--- src/csrc_pkg.sv ---
`timescale 1ns / 1ps
// ----------------------------------------------------------------------------
// csrc_pkg
// Shared widths, stage counts and register indexes for the RGBC calibrator.
// ----------------------------------------------------------------------------
package csrc_pkg;

    localparam int CH_W       = 16;                     // raw sensor count
    localparam int OUT_W      = 8;                      // calibrated channel
    localparam int GAIN_W     = 16;                     // gain register width
    localparam int GAIN_FRAC  = 8;                      // gain fraction bits
    localparam int REF_W      = 3 * CH_W;               // packed reference width
    localparam int CFG_W      = REF_W;                  // widest register
    localparam int CFG_IDX_W  = 3;
    localparam int PROD_W     = CH_W + GAIN_W;          // channel * gain
    localparam int NUM_W      = PROD_W + OUT_W + 1;     // *255 plus rounding term
    localparam int DEN_W      = CH_W + GAIN_FRAC;       // clear << frac
    localparam int REM_W      = DEN_W + OUT_W;          // remainder below den*256
    localparam int DIV_STG    = OUT_W;                  // one quotient bit a stage
    localparam int PRE_STG    = 3;                      // operand, scale, saturate
    localparam int STAGES     = PRE_STG + DIV_STG;
    localparam int P565_W     = 16;
    localparam int P888_W     = 3 * OUT_W;

    localparam logic [OUT_W-1:0] OUT_MAX = {OUT_W{1'b1}};

    typedef logic [STAGES-1:0] t_adv;

    typedef enum logic [CFG_IDX_W-1:0] {
        REG_CAL_MODE   = 3'd0,
        REG_GAIN_RED   = 3'd1,
        REG_GAIN_GREEN = 3'd2,
        REG_GAIN_BLUE  = 3'd3,
        REG_BLACK_REFS = 3'd4,
        REG_WHITE_REFS = 3'd5
    } t_cfg_idx;

    localparam logic [GAIN_W-1:0] GAIN_RESET  = GAIN_W'(1 << GAIN_FRAC);
    localparam logic [REF_W-1:0]  WHITE_RESET = {3{CH_W'(255)}};

endpackage

--- src/csrc_lane.sv ---
`timescale 1ns / 1ps
// ----------------------------------------------------------------------------
// csrc_lane
// One colour channel: operand set-up, scaling, saturation check and an
// eight-stage restoring divider giving a saturated byte.
// ----------------------------------------------------------------------------
module csrc_lane (
    input  logic                       i_clk,
    input  csrc_pkg::t_adv             i_adv,
    input  logic                       i_mode,
    input  logic [csrc_pkg::CH_W-1:0]  i_clr,
    input  logic [csrc_pkg::CH_W-1:0]  i_ch,
    input  logic [csrc_pkg::GAIN_W-1:0] i_gain,
    input  logic [csrc_pkg::CH_W-1:0]  i_blk,
    input  logic [csrc_pkg::CH_W-1:0]  i_wht,
    output logic [csrc_pkg::OUT_W-1:0] o_res
);
    import csrc_pkg::*;

    // operand stage
    logic [PROD_W-1:0] r_prod;
    logic [CH_W-1:0]   r_diff;
    logic [CH_W-1:0]   r_span;
    logic [CH_W-1:0]   r_clr;
    logic              r_mode;
    logic              r_z0;
    // scale stage
    logic [NUM_W-1:0]  r_num;
    logic [DEN_W-1:0]  r_den;
    logic              r_z1;
    // divider stages, index 0 is the saturation stage
    logic [REM_W-1:0]  r_rem [0:DIV_STG];
    logic [DEN_W-1:0]  r_dv  [0:DIV_STG];
    logic [OUT_W-1:0]  r_q   [0:DIV_STG];
    logic              r_sat [0:DIV_STG];
    logic              r_z   [0:DIV_STG];

    logic [REM_W-1:0]  n_rem [1:DIV_STG];
    logic [OUT_W-1:0]  n_q   [1:DIV_STG];
    logic              n_z0;
    logic [NUM_W-1:0]  n_num;
    logic [NUM_W-1:0]  w_lim;

    assign n_z0 = (i_clr == '0) || (i_mode && ((i_wht <= i_blk) || (i_ch <= i_blk)));

    // ch*gain*255 = (p << 8) - p, rounding adds half of clear << frac; cal mode: (ch-blk)*255
    always_comb begin
        if (r_mode) begin
            n_num = NUM_W'({r_diff, OUT_W'(0)}) - NUM_W'(r_diff);
        end else begin
            n_num = NUM_W'({r_prod, OUT_W'(0)}) - NUM_W'(r_prod)
                  + NUM_W'({r_clr, (GAIN_FRAC-1)'(0)});
        end
    end

    assign w_lim = NUM_W'({r_den, OUT_W'(0)});

    always_comb begin
        for (int j = 1; j <= DIV_STG; j++) begin
            logic [REM_W-1:0] v_trial;
            v_trial = REM_W'(r_dv[j-1]) << (DIV_STG - j);
            if (r_rem[j-1] >= v_trial) begin
                n_rem[j] = r_rem[j-1] - v_trial;
                n_q[j]   = r_q[j-1] | (OUT_W'(1) << (DIV_STG - j));
            end else begin
                n_rem[j] = r_rem[j-1];
                n_q[j]   = r_q[j-1];
            end
        end
    end

    always_ff @(posedge i_clk) begin
        if (i_adv[0]) begin
            r_prod <= i_ch * i_gain;
            r_diff <= i_ch - i_blk;
            r_span <= i_wht - i_blk;
            r_clr  <= i_clr;
            r_mode <= i_mode;
            r_z0   <= n_z0;
        end
        if (i_adv[1]) begin
            r_num <= n_num;
            r_den <= r_mode ? DEN_W'(r_span) : {r_clr, GAIN_FRAC'(0)};
            r_z1  <= r_z0;
        end
        if (i_adv[2]) begin
            r_rem[0] <= r_num[REM_W-1:0];
            r_dv[0]  <= r_den;
            r_q[0]   <= '0;
            r_sat[0] <= (r_num >= w_lim);
            r_z[0]   <= r_z1;
        end
        for (int j = 1; j <= DIV_STG; j++) begin
            if (i_adv[PRE_STG-1+j]) begin
                r_rem[j] <= n_rem[j];
                r_dv[j]  <= r_dv[j-1];
                r_q[j]   <= n_q[j];
                r_sat[j] <= r_sat[j-1];
                r_z[j]   <= r_z[j-1];
            end
        end
    end

    assign o_res = r_z[DIV_STG] ? '0 : (r_sat[DIV_STG] ? OUT_MAX : r_q[DIV_STG]);

endmodule

--- config.mk ---
export PLATFORM = sky130hd
export DESIGN_NAME = csrc_lane
export DESIGN_NICKNAME = d
export VERILOG_FILES = /design/src/csrc_pkg.sv /design/src/csrc_lane.sv
export SDC_FILE = /design/constraint.sdc
export NUM_CORES = 2
export LEC_CHECK = 0
export ABC_AREA = 1
export BUFFER_PORTS_ARGS = -buffer_cell sky130_fd_sc_hd__clkbuf_2
export CORE_ASPECT_RATIO = 1.5
export CORE_UTILIZATION = 59
export DETAILED_ROUTE_END_ITERATION = 10
export HOLD_SLACK_MARGIN = 0.03
export PLACE_DENSITY = 0.79
export SKIP_LAST_GASP = 1
export SYNTH_ARGS = -nofsm -noshare
export SYNTH_HDL_FRONTEND = slang
export SYNTH_SLANG_ARGS = --single-unit
--- constraint.sdc ---
create_clock -name i_clk -period 5.8 [get_ports i_clk]
set_input_delay 0.29 -clock i_clk [delete_from_list [all_inputs] [get_ports i_clk]]
set_output_delay 0.29 -clock i_clk [all_outputs]
set_load 0.02 [all_outputs]
==> results.md <==
* Hold Vio Cnt, Final at 0
* Detail Placement HPWL at ~150000 um
* Synth area leader: edfxtp_1
* Layout cells sized above 1 at 5.56%
* Total GRT Usage at around 44%
* Worst path cell trace: clkbuf_2 > buf_4 > buf_4 > nand2_1 > fa_1 > inv_1 > fa_1 > inv_1 > fa_1 > inv_1 > fa_1 > fa_1 > ha_1 > ha_1 > a21oi_1 > o21ai_0 > a21oi_1 > o21ai_0 > a21oi_1 > buf_4 > nand3_1 > nand2_1
* Initial Utilization at 59.6%
* Worst Skew at roughly 0.037 ns
* HP Class: input pin to flip-flop
* Die area at 88300 um2
* FF-to-FF path depth at 12
* Max IR drop VDD at 0.562 mV
* Crit path launch type: input pin
* Chip height at 363 um
* Root Buffer: clkbuf_16
* Internal at roughly 0.017 W
* Family with the most delay on the worst path: adder cells
* Clk sinks at 650
* Routed WL at about 190000 um
* LEAKAGE at 28.0 nW
* Combinational share of power at 63.8%
* Top_reg_cell synth: edfxtp_1
* Actual slew at the worst max-slew pin at 1.50 ns
* FP Rows at approximately 130
* Crit-path most repeated cell: fa_1
* Yosys top cell area share at 38.0%
* Tcrit/Tclk final at 90.7%
* Crit-path slowest cell: fa_1
* Avg Synthesized Cell Area at 8.02 um2
* Post-synth EDFFs at 650
* Antenna violations before repair at 15
* Num CTS Buffers at 68
* Area used by multi-input combinational logic at 26500 um2
* Final setup TNS at 0 ns
* Critical Path AT at 5.70 ns
* Worst-path clk slew at roughly 0.060 ns
* GPL Wtd Cong at 1.06
* Crit Path Class: input pin to flip-flop
* F_max at ~190 MHz
* Syn Nets at 7125
* Post-route insts no fill at 7769
* Wire per inst at 24.5 um
* WP buf/inv at 7
* Min Hold Slack at 0.105 ns
* Max-slew violation count at 2
* Sw frac at 51.8%
* Most frequent cells in the layout: nand2_1, inv_1, edfxtp_1, nor2_1, ha_1
* Via count at 45313
* Final nets at 7286
* Worst path depth at 22
* Placed Instances at 7615
* RSZ-0062 raised after global routing: false
* Post-synth ARST share at 0%
* Max Cap Viol at 1
* Crit-path max cell delay at 0.55 ns
* Filler cells at about 7500
* Vias in the first global route at 48012
* Sequential share of power at 23.3%
* Clk Latency, worst-skew pair at ~0.7 ns
* Synth Warn # at 0
* Failing checks: capacitance limit, slew limit
* Slew margin rel. at -1.22%
* Hold Path Depth at 1
* Reg area at 19500 um2
* First-pass GRT wire length at 284000 um
* Final Critical Period at between 5 and 6 ns
* Number of setup violations in the final report at 0
* Largest net degree at the start of global routing at 66
* Required time of the critical path at roughly 6.2 ns
* Psw at 0.0182 W
* Crit-path max FO at 8
* Worst Setup End Kind: flip-flop
* Most common cell after layout, fill and taps aside: nand2_1
* DRT Pass-1 Iters at 8
* Die Wd at 243 um
* Outcome: finished, violations left
* Post-synth design cell area at 51400 um2
* H-tree depth at 3
* CTS tree: done
* Sequential fraction of the synthesis area at a little under two fifths
* Post-cts resize count at 0
* Synth area leaders: edfxtp_1, nand2_1, ha_1
* Post-DR vias/cell at slightly below 6
* Post-synthesis cell type count at 52
* Total grt overflow at 0
* DRT antenna net count at 0
* Power density of the placed cells at between 600 and 700 nW/um2
* Clk pwr share at between 10% and 20%
* Drt drc at 0
* Yosys reg bits at 650
* I/O pin count at 101
* Syn Inst Count at 6409
* DR iter-0 viols at 3475
* CORE AREA at 86200 um2
* Clk buf depth at 3
* # port buffers at 100
* Synthesis-to-layout area growth at 8.64%
[layout make-up]
| cell class | instances | share of cell area [%] |
|---|---|---|
| multi-input combinational | 4376 | 47.4 |
| antenna | 8 | 0.0359 |
| clock buffer | 75 | 3.10 |
| inverter | 1271 | 8.55 |
| clock inverter | 47 | 0.912 |
| sequential | 650 | 35.0 |
| timing repair buffer | 203 | 2.49 |
| tap | 1139 | 2.55 |
[path summary, 6_finish.rpt]
check / slack [ns] / from / to
max: 0.54 / i_ch[8] / r_prod[30]
min: 0.10 / i_adv[7] / r_dv[0][120]
max reg2reg: 1.74 / r_prod[13] / r_num[22]
min reg2reg: 0.41 / r_z[0][1] / r_z[0][2]
[registers in the layout (all words and copies together) (netlist names)]
name / count
r_clr: 16
r_den: 24
r_diff: 16
r_dv: 192
r_mode: 1
r_num: 41
r_prod: 32
r_q: 36
r_rem: 256
r_sat: 9
r_span: 16
r_z: 9
r_z0: 1
r_z1: 1
[cells by family after synthesis]
kind of cell / synth area share, %
xor gates and xnor gates: 2.64
DFF: 38.0
AOI/OAI and AO/OA: 7.04
adders and majority gates: 18.4
and+or+nand+nor: 23.4
buffers and inverters: 10.6
[stage by stage]
stage                     area, um2  power (W)  utilization, %  worst slack [ns]
after floorplan               51400     0.0220               -             0.265
after global placement        53300     0.0293            61.9           -0.0205
after detailed placement      53300     0.0296            61.9           -0.0645
after CTS                     55800     0.0342            64.7             0.612
after global routing          55800     0.0377            64.7             0.304
final                         55800     0.0352            64.7             0.542
[power groups by stage]
stage	clock (W)	sequential [W]	combinational (W)
2_1_floorplan	0	0.00775	0.0142
3_3_place_gp	0	0.00818	0.0212
3_5_place_dp	0	0.00822	0.0214
4_1_cts	0.00453	0.00813	0.0216
5_1_grt	0.00472	0.00824	0.0247
6_report	0.00454	0.00818	0.0224
[Yosys cell counts, types with 4 or more instances]
cell type     n
a21boi_0      4
a21o_1       12
a21oi_1     379
a31oi_1       8
and2_1        5
buf_2         5
buf_4         6
buf_6        22
clkbuf_1     74
edfxtp_1    650
fa_1        218
ha_1        405
inv_1      1262
inv_2         7
nand2_1    1901
nand2_2      23
nand3_1     283
nand3_2      10
nand3b_1     25
nand4_1      99
nor2_1      438
nor2_2        8
nor3_1       65
nor4_1       24
o211ai_1      4
o21a_1        4
o21ai_0     234
o21ai_1      18
o21ai_2       5
o21bai_1     17
or2_2         7
xnor2_1      42
xor2_1      113
[layer usage]
metal  vias to the layer above  share of wire (%)  track usage (%)
met5                         -              0.043                0
met4                        14                 15             56.1
met3                      1269                6.6             13.2
met2                      2177                 52             81.0
met1                     21033                 26             32.3
li1                      20820                  -                -
[repair_timing]
item	4_1_cts	5_1_grt
setup buffers	0	0
endpoints found under the hold margin	53	0
hold buffers	20	0
Power figures use the tool's default switching activity.
