## src/csrc_pkg.sv

```systemverilog
`timescale 1ns / 1ps
// ----------------------------------------------------------------------------
// csrc_pkg
// Shared widths, stage counts and register indexes for the RGBC calibrator.
// ----------------------------------------------------------------------------
package csrc_pkg;

    localparam int CH_W       = 16;                     // raw sensor count
    localparam int OUT_W      = 8;                      // calibrated channel
    localparam int GAIN_W     = 16;                     // gain register width
    localparam int GAIN_FRAC  = 8;                      // gain fraction bits
    localparam int REF_W      = 3 * CH_W;               // packed reference width
    localparam int CFG_W      = REF_W;                  // widest register
    localparam int CFG_IDX_W  = 3;
    localparam int PROD_W     = CH_W + GAIN_W;          // channel * gain
    localparam int NUM_W      = PROD_W + OUT_W + 1;     // *255 plus rounding term
    localparam int DEN_W      = CH_W + GAIN_FRAC;       // clear << frac
    localparam int REM_W      = DEN_W + OUT_W;          // remainder below den*256
    localparam int DIV_STG    = OUT_W;                  // one quotient bit a stage
    localparam int PRE_STG    = 3;                      // operand, scale, saturate
    localparam int STAGES     = PRE_STG + DIV_STG;
    localparam int P565_W     = 16;
    localparam int P888_W     = 3 * OUT_W;

    localparam logic [OUT_W-1:0] OUT_MAX = {OUT_W{1'b1}};

    typedef logic [STAGES-1:0] t_adv;

    typedef enum logic [CFG_IDX_W-1:0] {
        REG_CAL_MODE   = 3'd0,
        REG_GAIN_RED   = 3'd1,
        REG_GAIN_GREEN = 3'd2,
        REG_GAIN_BLUE  = 3'd3,
        REG_BLACK_REFS = 3'd4,
        REG_WHITE_REFS = 3'd5
    } t_cfg_idx;

    localparam logic [GAIN_W-1:0] GAIN_RESET  = GAIN_W'(1 << GAIN_FRAC);
    localparam logic [REF_W-1:0]  WHITE_RESET = {3{CH_W'(255)}};

endpackage

```

## src/csrc_merge.sv

```systemverilog
`timescale 1ns / 1ps
// ----------------------------------------------------------------------------
// csrc_merge
// Combine the three lane results into one output word and hold it until taken.
// ----------------------------------------------------------------------------
module csrc_merge (
    input  logic                        i_clk,
    input  logic                        i_rst_n,
    input  logic                        i_vld,
    output logic                        o_rdy,
    input  logic [csrc_pkg::CH_W-1:0]   i_clr,
    input  logic [csrc_pkg::OUT_W-1:0]  i_red,
    input  logic [csrc_pkg::OUT_W-1:0]  i_green,
    input  logic [csrc_pkg::OUT_W-1:0]  i_blue,
    output logic                        o_valid,
    input  logic                        i_ready,
    output logic [csrc_pkg::CH_W-1:0]   o_clear_out,
    output logic [csrc_pkg::OUT_W-1:0]  o_red_out,
    output logic [csrc_pkg::OUT_W-1:0]  o_green_out,
    output logic [csrc_pkg::OUT_W-1:0]  o_blue_out,
    output logic [csrc_pkg::P888_W-1:0] o_packed_888,
    output logic [csrc_pkg::P565_W-1:0] o_packed_565
);
    import csrc_pkg::*;

    logic r_vld;

    assign o_rdy   = !r_vld || i_ready;
    assign o_valid = r_vld;

    always_ff @(posedge i_clk) begin
        if (!i_rst_n) begin
            r_vld <= 1'b0;
        end else if (o_rdy) begin
            r_vld <= i_vld;
        end
    end

    always_ff @(posedge i_clk) begin
        if (o_rdy && i_vld) begin
            o_clear_out  <= i_clr;
            o_red_out    <= i_red;
            o_green_out  <= i_green;
            o_blue_out   <= i_blue;
            o_packed_888 <= {i_red, i_green, i_blue};
            o_packed_565 <= {i_red[7:3], i_green[7:2], i_blue[7:3]};
        end
    end

endmodule

```

## config.mk

```make
export PLATFORM = sky130hd
export DESIGN_NAME = csrc_merge
export DESIGN_NICKNAME = d
export VERILOG_FILES = /design/src/csrc_pkg.sv /design/src/csrc_merge.sv
export SDC_FILE = /design/constraint.sdc
export NUM_CORES = 1
export LEC_CHECK = 0
export ABC_AREA = 0
export BUFFER_PORTS_ARGS = -buffer_cell sky130_fd_sc_hd__buf_4
export CORE_UTILIZATION = 41
export CTS_CLUSTER_SIZE = 10
export DETAILED_ROUTE_END_ITERATION = 16
export GPL_ROUTABILITY_DRIVEN = 1
export PLACE_DENSITY_LB_ADDON = 0.2
export SYNTH_ARGS = -nofsm -noshare
export SYNTH_HDL_FRONTEND = slang
export SYNTH_SLANG_ARGS = --single-unit
```

## constraint.sdc

```tcl
create_clock -name i_clk -period 2.45 [get_ports i_clk]
set_input_delay 0.6125 -clock i_clk [delete_from_list [all_inputs] [get_ports i_clk]]
set_output_delay 0.6125 -clock i_clk [all_outputs]
set_load 0.01 [all_outputs]
```

==> results.py, run 1 <==
metrics = {
    "placement": {
        "dpl_worst_slack_ps": 766,
        "place_area_mm2": 0.00226,
        "finalWeightedCongestion": 0.661,
        "dpl.hpwl_mm": 2.08,
        "port-buffer-count": 125,
    },
    "synthesis": {
        "synth_cell_types": 7,
        "synth_nets": 129,
        "yosys.area.top_type": "edfxtp_1",
        "yosysSeqAreaShare": 0.783,
        "synthTopCellsByArea": "edfxtp_1, buf_4, dfxtp_1",
        "synthCells": 85,
        "yosysTopAreaCellShare": 0.770,
        "ys_warn_count": 0,
        "syn_area_per_cell_um2": 18.3,
        "mappedNetlistArea_mm2": 0.00156,
        "ys_ff_latch": 41,
    },
    "power_and_ir_drop": {
        "p_per_area_mw_per_mm2": 628,
        "power_leakage_uw": 0.00106,
        "ir_worst_vdd_mv": 0.414,
    },
    "clocking": {
        "cts_resized": 0,
        "postCtsSetupBuffers": 0,
        "cts.sinks": 41,
        "cts_tree": "done",
        "hold_buffers": 0,
        "h-tree-depth": 2,
        "clk-insertion-delay-late_ps": 280,
        "root_buffer": "clkbuf_8",
        "clkTransAtPathRegs_ps": 70,
        "cts_buffers": 5,
        "clk_path_buf_depth": 2,
    },
    "global_route": {
        "grt_pass1_wl_mm": 4.02,
        "grt_max_degree": 41,
        "grt_util_met2": 0.247,
        "met3_usage": 0.0761,
        "overflow": 0,
        "grt_use_met1": 0.123,
        "grt.busiest_layer": "met2",
        "grt_antenna_before_repair": 0,
        "grt_pass1_vias": 884,
        "grt_usage": 0.137,
    },
    "status": {
        "status": "finished clean",
    },
    "hold_path": {
        "holdCritStartpoint": "i_clr[7]",
        "hold_class": "input port to register",
    },
    "layout": {
        "drive_gt1_frac": 0.758,
        "area_growth_syn_to_layout_pct": 50.1,
        "num-nets-final": 221,
        "final_area_mm2": 0.00234,
        "antennaDiodeCount": 0,
    },
    "routing": {
        "ant_nets": 0,
        "drtIter0Drc": 22,
        "vias": 958,
        "drcViolationCount": 0,
        "route.detailed.wl_per_inst_um": 11.9,
        "drt-total-wl_mm": 2.69,
        "firstDrtPassIters": 3,
        "vias_per_cell": 4.24,
    },
    "sta": {
        "grt_setup_unrepaired": "false",
        "fin_crit_ps": 1610,
        "slew_headroom": 0.663,
        "worst_pin_slew_ps": 506,
        "fmax_mhz": 621,
        "hold_viol": 0,
        "timing.final.crit_share": 0.657,
        "layout_setup_ws_ps": 839,
        "slew_viol_final": 0,
        "tns_ps": 0,
        "setup_viol": 0,
        "clock-skew-final_ps": 3.12,
    },
    "die": {
        "start_util": 0.426,
        "dieArea_mm2": 0.00405,
        "dieHeight_um": 63.7,
        "pin_count": 126,
        "core_area_mm2": 0.00366,
        "rows": 22,
        "die_x_um": 63.7,
    },
    "worst_setup_path": {
        "critPathMaxStageDelay_ps": 140,
        "critPathArrivalTime_ps": 1000,
        "critPathKind": "input port to output port",
        "crit_start": "i_ready",
        "critPathSlowestCell": "nand2b_4",
        "start_kind": "input port",
        "critPathRequiredTime_ps": 1840,
        "end_kind": "output port",
        "cp_cell_sequence": "buf_4, nand2b_4, buf_4",
        "reg2reg_from": "o_valid",
        "cp_max_fo": 3,
        "crit_top_cell": "buf_4",
    },
    "run": {
        "drv_cap": 0,
    },
}
flip-flops by register name (all words and copies together) (netlist names):
register,cells
o_clear_out,16
o_packed_888,2
o_blue_out,7
o_valid,1
o_green_out,7
o_red_out,8
cell usage after synthesis:
cell,n
a21boi_2,1
inv_1,1
and2_4,1
edfxtp_1,40
nand2b_4,1
buf_4,40
dfxtp_1,1
report_power, final:
| part | internal, uW | switching, uW |
|---|---|---|
| sequential | 820 | 19.8 |
| combinational | 134 | 91.3 |
| clock | 197 | 208 |
worst paths after layout:
check,cells past startpoint,slack (ps),end
setup / recovery,3,840,o_rdy
hold / removal,1,500,o_clear_out[7]
setup reg to reg,2,1180,o_blue_out[6]
hold reg to reg,2,510,o_valid
cells by family (layout without fill, tap and decap cells):
logic type	after synthesis	in the layout	synth area share
flops	41	41	0.783
compound gates	1	1	0.00722
buf+inv	41	134	0.195
simple gates	2	2	0.0144
metrics by stage:
| step | power, uW | std cells | utilization | hold WS, ps |
|---|---|---|---|---|
| 2_1_floorplan | 962 | 85 | - | 546 |
| 3_3_place_gp | 1080 | 218 | 0.617 | 490 |
| 3_5_place_dp | 1080 | 218 | 0.617 | 510 |
| 4_1_cts | 1490 | 226 | 0.639 | 488 |
| 5_1_grt | 1530 | 226 | 0.639 | 481 |
| 6_report | 1470 | 226 | 0.639 | 501 |
worst max-delay path, delay by kind of cell:
| kind | cells | cell delay (ps) |
|---|---|---|
| AND/OR/NAND/NOR | 1 | 140 |
| buffers and inverters | 2 | 240 |
area by class of cell:
cell class	count	area, um^2
fill	282	1320
tap	48	60.1
sequential	41	1220
clock inverter	2	10.0
multi-input combinational	3	33.8
clock buffer	6	72.6
inverter	1	3.75
timing repair buffer	125	938
layer usage:
layer | wire length [um] | up-vias
li1 | - | 440
met1 | 848 | 438
met2 | 1490 | 75
met3 | 315 | 5
met4 | 43 | 0
met5 | 0 | -
cells in the final DEF (no fill, tap or decap):
master | Yosys | final
inv_1 | 1 | 1
clkbuf_8 | 0 | 5
edfxtp_1 | 40 | 40
and2_4 | 1 | 1
nand2b_4 | 1 | 1
buf_4 | 40 | 125
a21boi_2 | 1 | 1
clkbuf_1 | 0 | 1
dfxtp_1 | 1 | 1
clkinv_2 | 0 | 2
No activity file was read; power rests on OpenSTA's default activity.
==> run 2, diff against run 1 <==
--- a/config.mk
+++ b/config.mk
@@ -7,7 +7,7 @@
 export LEC_CHECK = 0
 export ABC_AREA = 0
 export BUFFER_PORTS_ARGS = -buffer_cell sky130_fd_sc_hd__buf_4
-export CORE_UTILIZATION = 41
+export CORE_UTILIZATION = 38
 export CTS_CLUSTER_SIZE = 10
 export DETAILED_ROUTE_END_ITERATION = 16
 export GPL_ROUTABILITY_DRIVEN = 1
==> constraint.sdc (replaced) <==
create_clock -name i_clk -period 1.5 [get_ports i_clk]
set_input_delay 0.375 -clock i_clk [delete_from_list [all_inputs] [get_ports i_clk]]
set_output_delay 0.375 -clock i_clk [all_outputs]
set_load 0.01 [all_outputs]
==> results.py, run 2 (same netlist as run 1, synthesis figures left out) <==
metrics = {
    "layout": {
        "antennaDiodeCount": 0,
        "layout_common_cells": "buf_4, edfxtp_1, clkbuf_8",
        "num-nets-final": 223,
        "fill_cells": 317,
        "multi_input_area_um2": 33.8,
        "drive_gt1_frac": 0.750,
        "area_growth_syn_to_layout_pct": 52.5,
        "layout_commonest_cell": "buf_4",
        "reg_top3": "o_clear_out (16), o_red_out (8)",
        "largest_register": "o_clear_out",
        "final_area_mm2": 0.00238,
        "seq_area_mm2": 0.00122,
        "largest_reg_flops": 16,
    },
    "clocking": {
        "clk_path_buf_depth": 2,
        "cts_buffers": 5,
        "cts_tree": "done",
        "hold_buffers": 0,
        "root_buffer": "clkbuf_8",
        "clkTransAtPathRegs_ps": 70,
        "postCtsSetupBuffers": 0,
        "cts_resized": 0,
        "clk-insertion-delay-late_ps": 270,
        "h-tree-depth": 2,
        "cts.sinks": 41,
    },
    "die": {
        "start_util": 0.410,
        "dieHeight_um": 66.1,
        "die_x_um": 66.1,
        "dieArea_mm2": 0.00436,
        "pin_count": 126,
        "core_area_mm2": 0.00380,
        "rows": 22,
    },
    "global_route": {
        "overflow": 0,
        "grt_antenna_before_repair": 0,
        "grt_usage": 0.126,
        "grt_max_degree": 23,
        "grt_pass1_wl_mm": 3.73,
        "grt_pass1_vias": 860,
    },
    "routing": {
        "vias": 954,
        "drt-total-wl_mm": 2.81,
        "drtIter0Drc": 24,
        "drcViolationCount": 0,
        "firstDrtPassIters": 3,
        "route.detailed.wl_per_inst_um": 12.3,
        "ant_nets": 0,
        "vias_per_cell": 4.18,
    },
    "worst_setup_path": {
        "cp_max_fo": 3,
        "end_kind": "output port",
        "critPathKind": "register to output port",
        "r2r_slack_ps": 430,
        "start_kind": "register",
        "critPathRequiredTime_ps": 1120,
        "critPathArrivalTime_ps": 870,
    },
    "sta": {
        "worst_pin_slew_ps": 135,
        "grt_setup_unrepaired": "false",
        "hold_viol": 0,
        "fmax_mhz": 804,
        "layout_setup_ws_ps": 257,
        "clock-skew-final_ps": 2.56,
        "timing.final.crit_share": 0.829,
        "tns_ps": 0,
        "slew_headroom": 0.910,
        "fin_crit_ps": 1240,
        "setup_viol": 0,
        "slew_viol_final": 0,
    },
    "run": {
        "drv_cap": 0,
    },
    "placement": {
        "dpl_worst_slack_ps": 257,
        "finalWeightedCongestion": 0.652,
        "port-buffer-count": 125,
        "place_area_mm2": 0.00230,
    },
    "power_and_ir_drop": {
        "ir_worst_vdd_mv": 0.673,
        "p_per_area_mw_per_mm2": 1010,
        "power_leakage_uw": 0.00107,
    },
    "status": {
        "status": "finished clean",
    },
    "hold_path": {
        "hold_class": "input port to register",
    },
}
==> run 2: changes by cell type in the layout (fill, tap and decap cells not counted) <==
cell      delta
buf_12       +2
clkbuf_1     +2
clkinv_2     -2
==> run 2: area by class of cell <==
type                       count  area share
clock buffer                   8      0.0337
timing repair buffer         127       0.412
tap                           48      0.0253
multi-input combinational      3      0.0142
inverter                       1     0.00158
sequential                    41       0.514
==> run 2: per-layer routing <==
metal / GRT usage / share of wire / routed length, um / up-vias
met1: 0.0936 / 0.28 / 783 / 434
met3: 0.0914 / 0.16 / 439 / 2
met4: 0.0559 / 0.0089 / 25 / 0
met2: 0.232 / 0.56 / 1560 / 74
met5: 0 / 0 / 0 / -
li1: - / - / - / 444
==> run 2: worst max-delay path, cell delays in order, from the launching register on <==
cell and delay [ps]:
dfxtp_1 380, nand2b_4 80, buf_4 140
==> run 2: path summary, 6_finish.rpt <==
kind | start | to | cells past startpoint
setup / recovery | o_valid | o_rdy | 2
hold / removal | i_red[3] | o_red_out[3] | 1
setup reg to reg | o_valid | o_blue_out[5] | 3
hold reg to reg | o_valid | o_valid | 2
==> run 2: metrics by stage <==
step	hold slack, ps	util	total power (uW)	instances
after floorplan	474	-	1570	85
after global placement	491	0.605	1780	220
after detailed placement	512	0.605	1790	220
after CTS	260	0.626	2430	228
after global routing	250	0.626	2500	228
final	273	0.626	2390	228
==> run 2: power breakdown <==
group	total, uW	internal, uW	switching [uW]	leakage (uW)
Combinational	385	233	152	0.000640
Sequential	1370	1340	32.3	0.000395
Clock	636	330	306	0.0000395
Total	2390	1900	491	0.00107
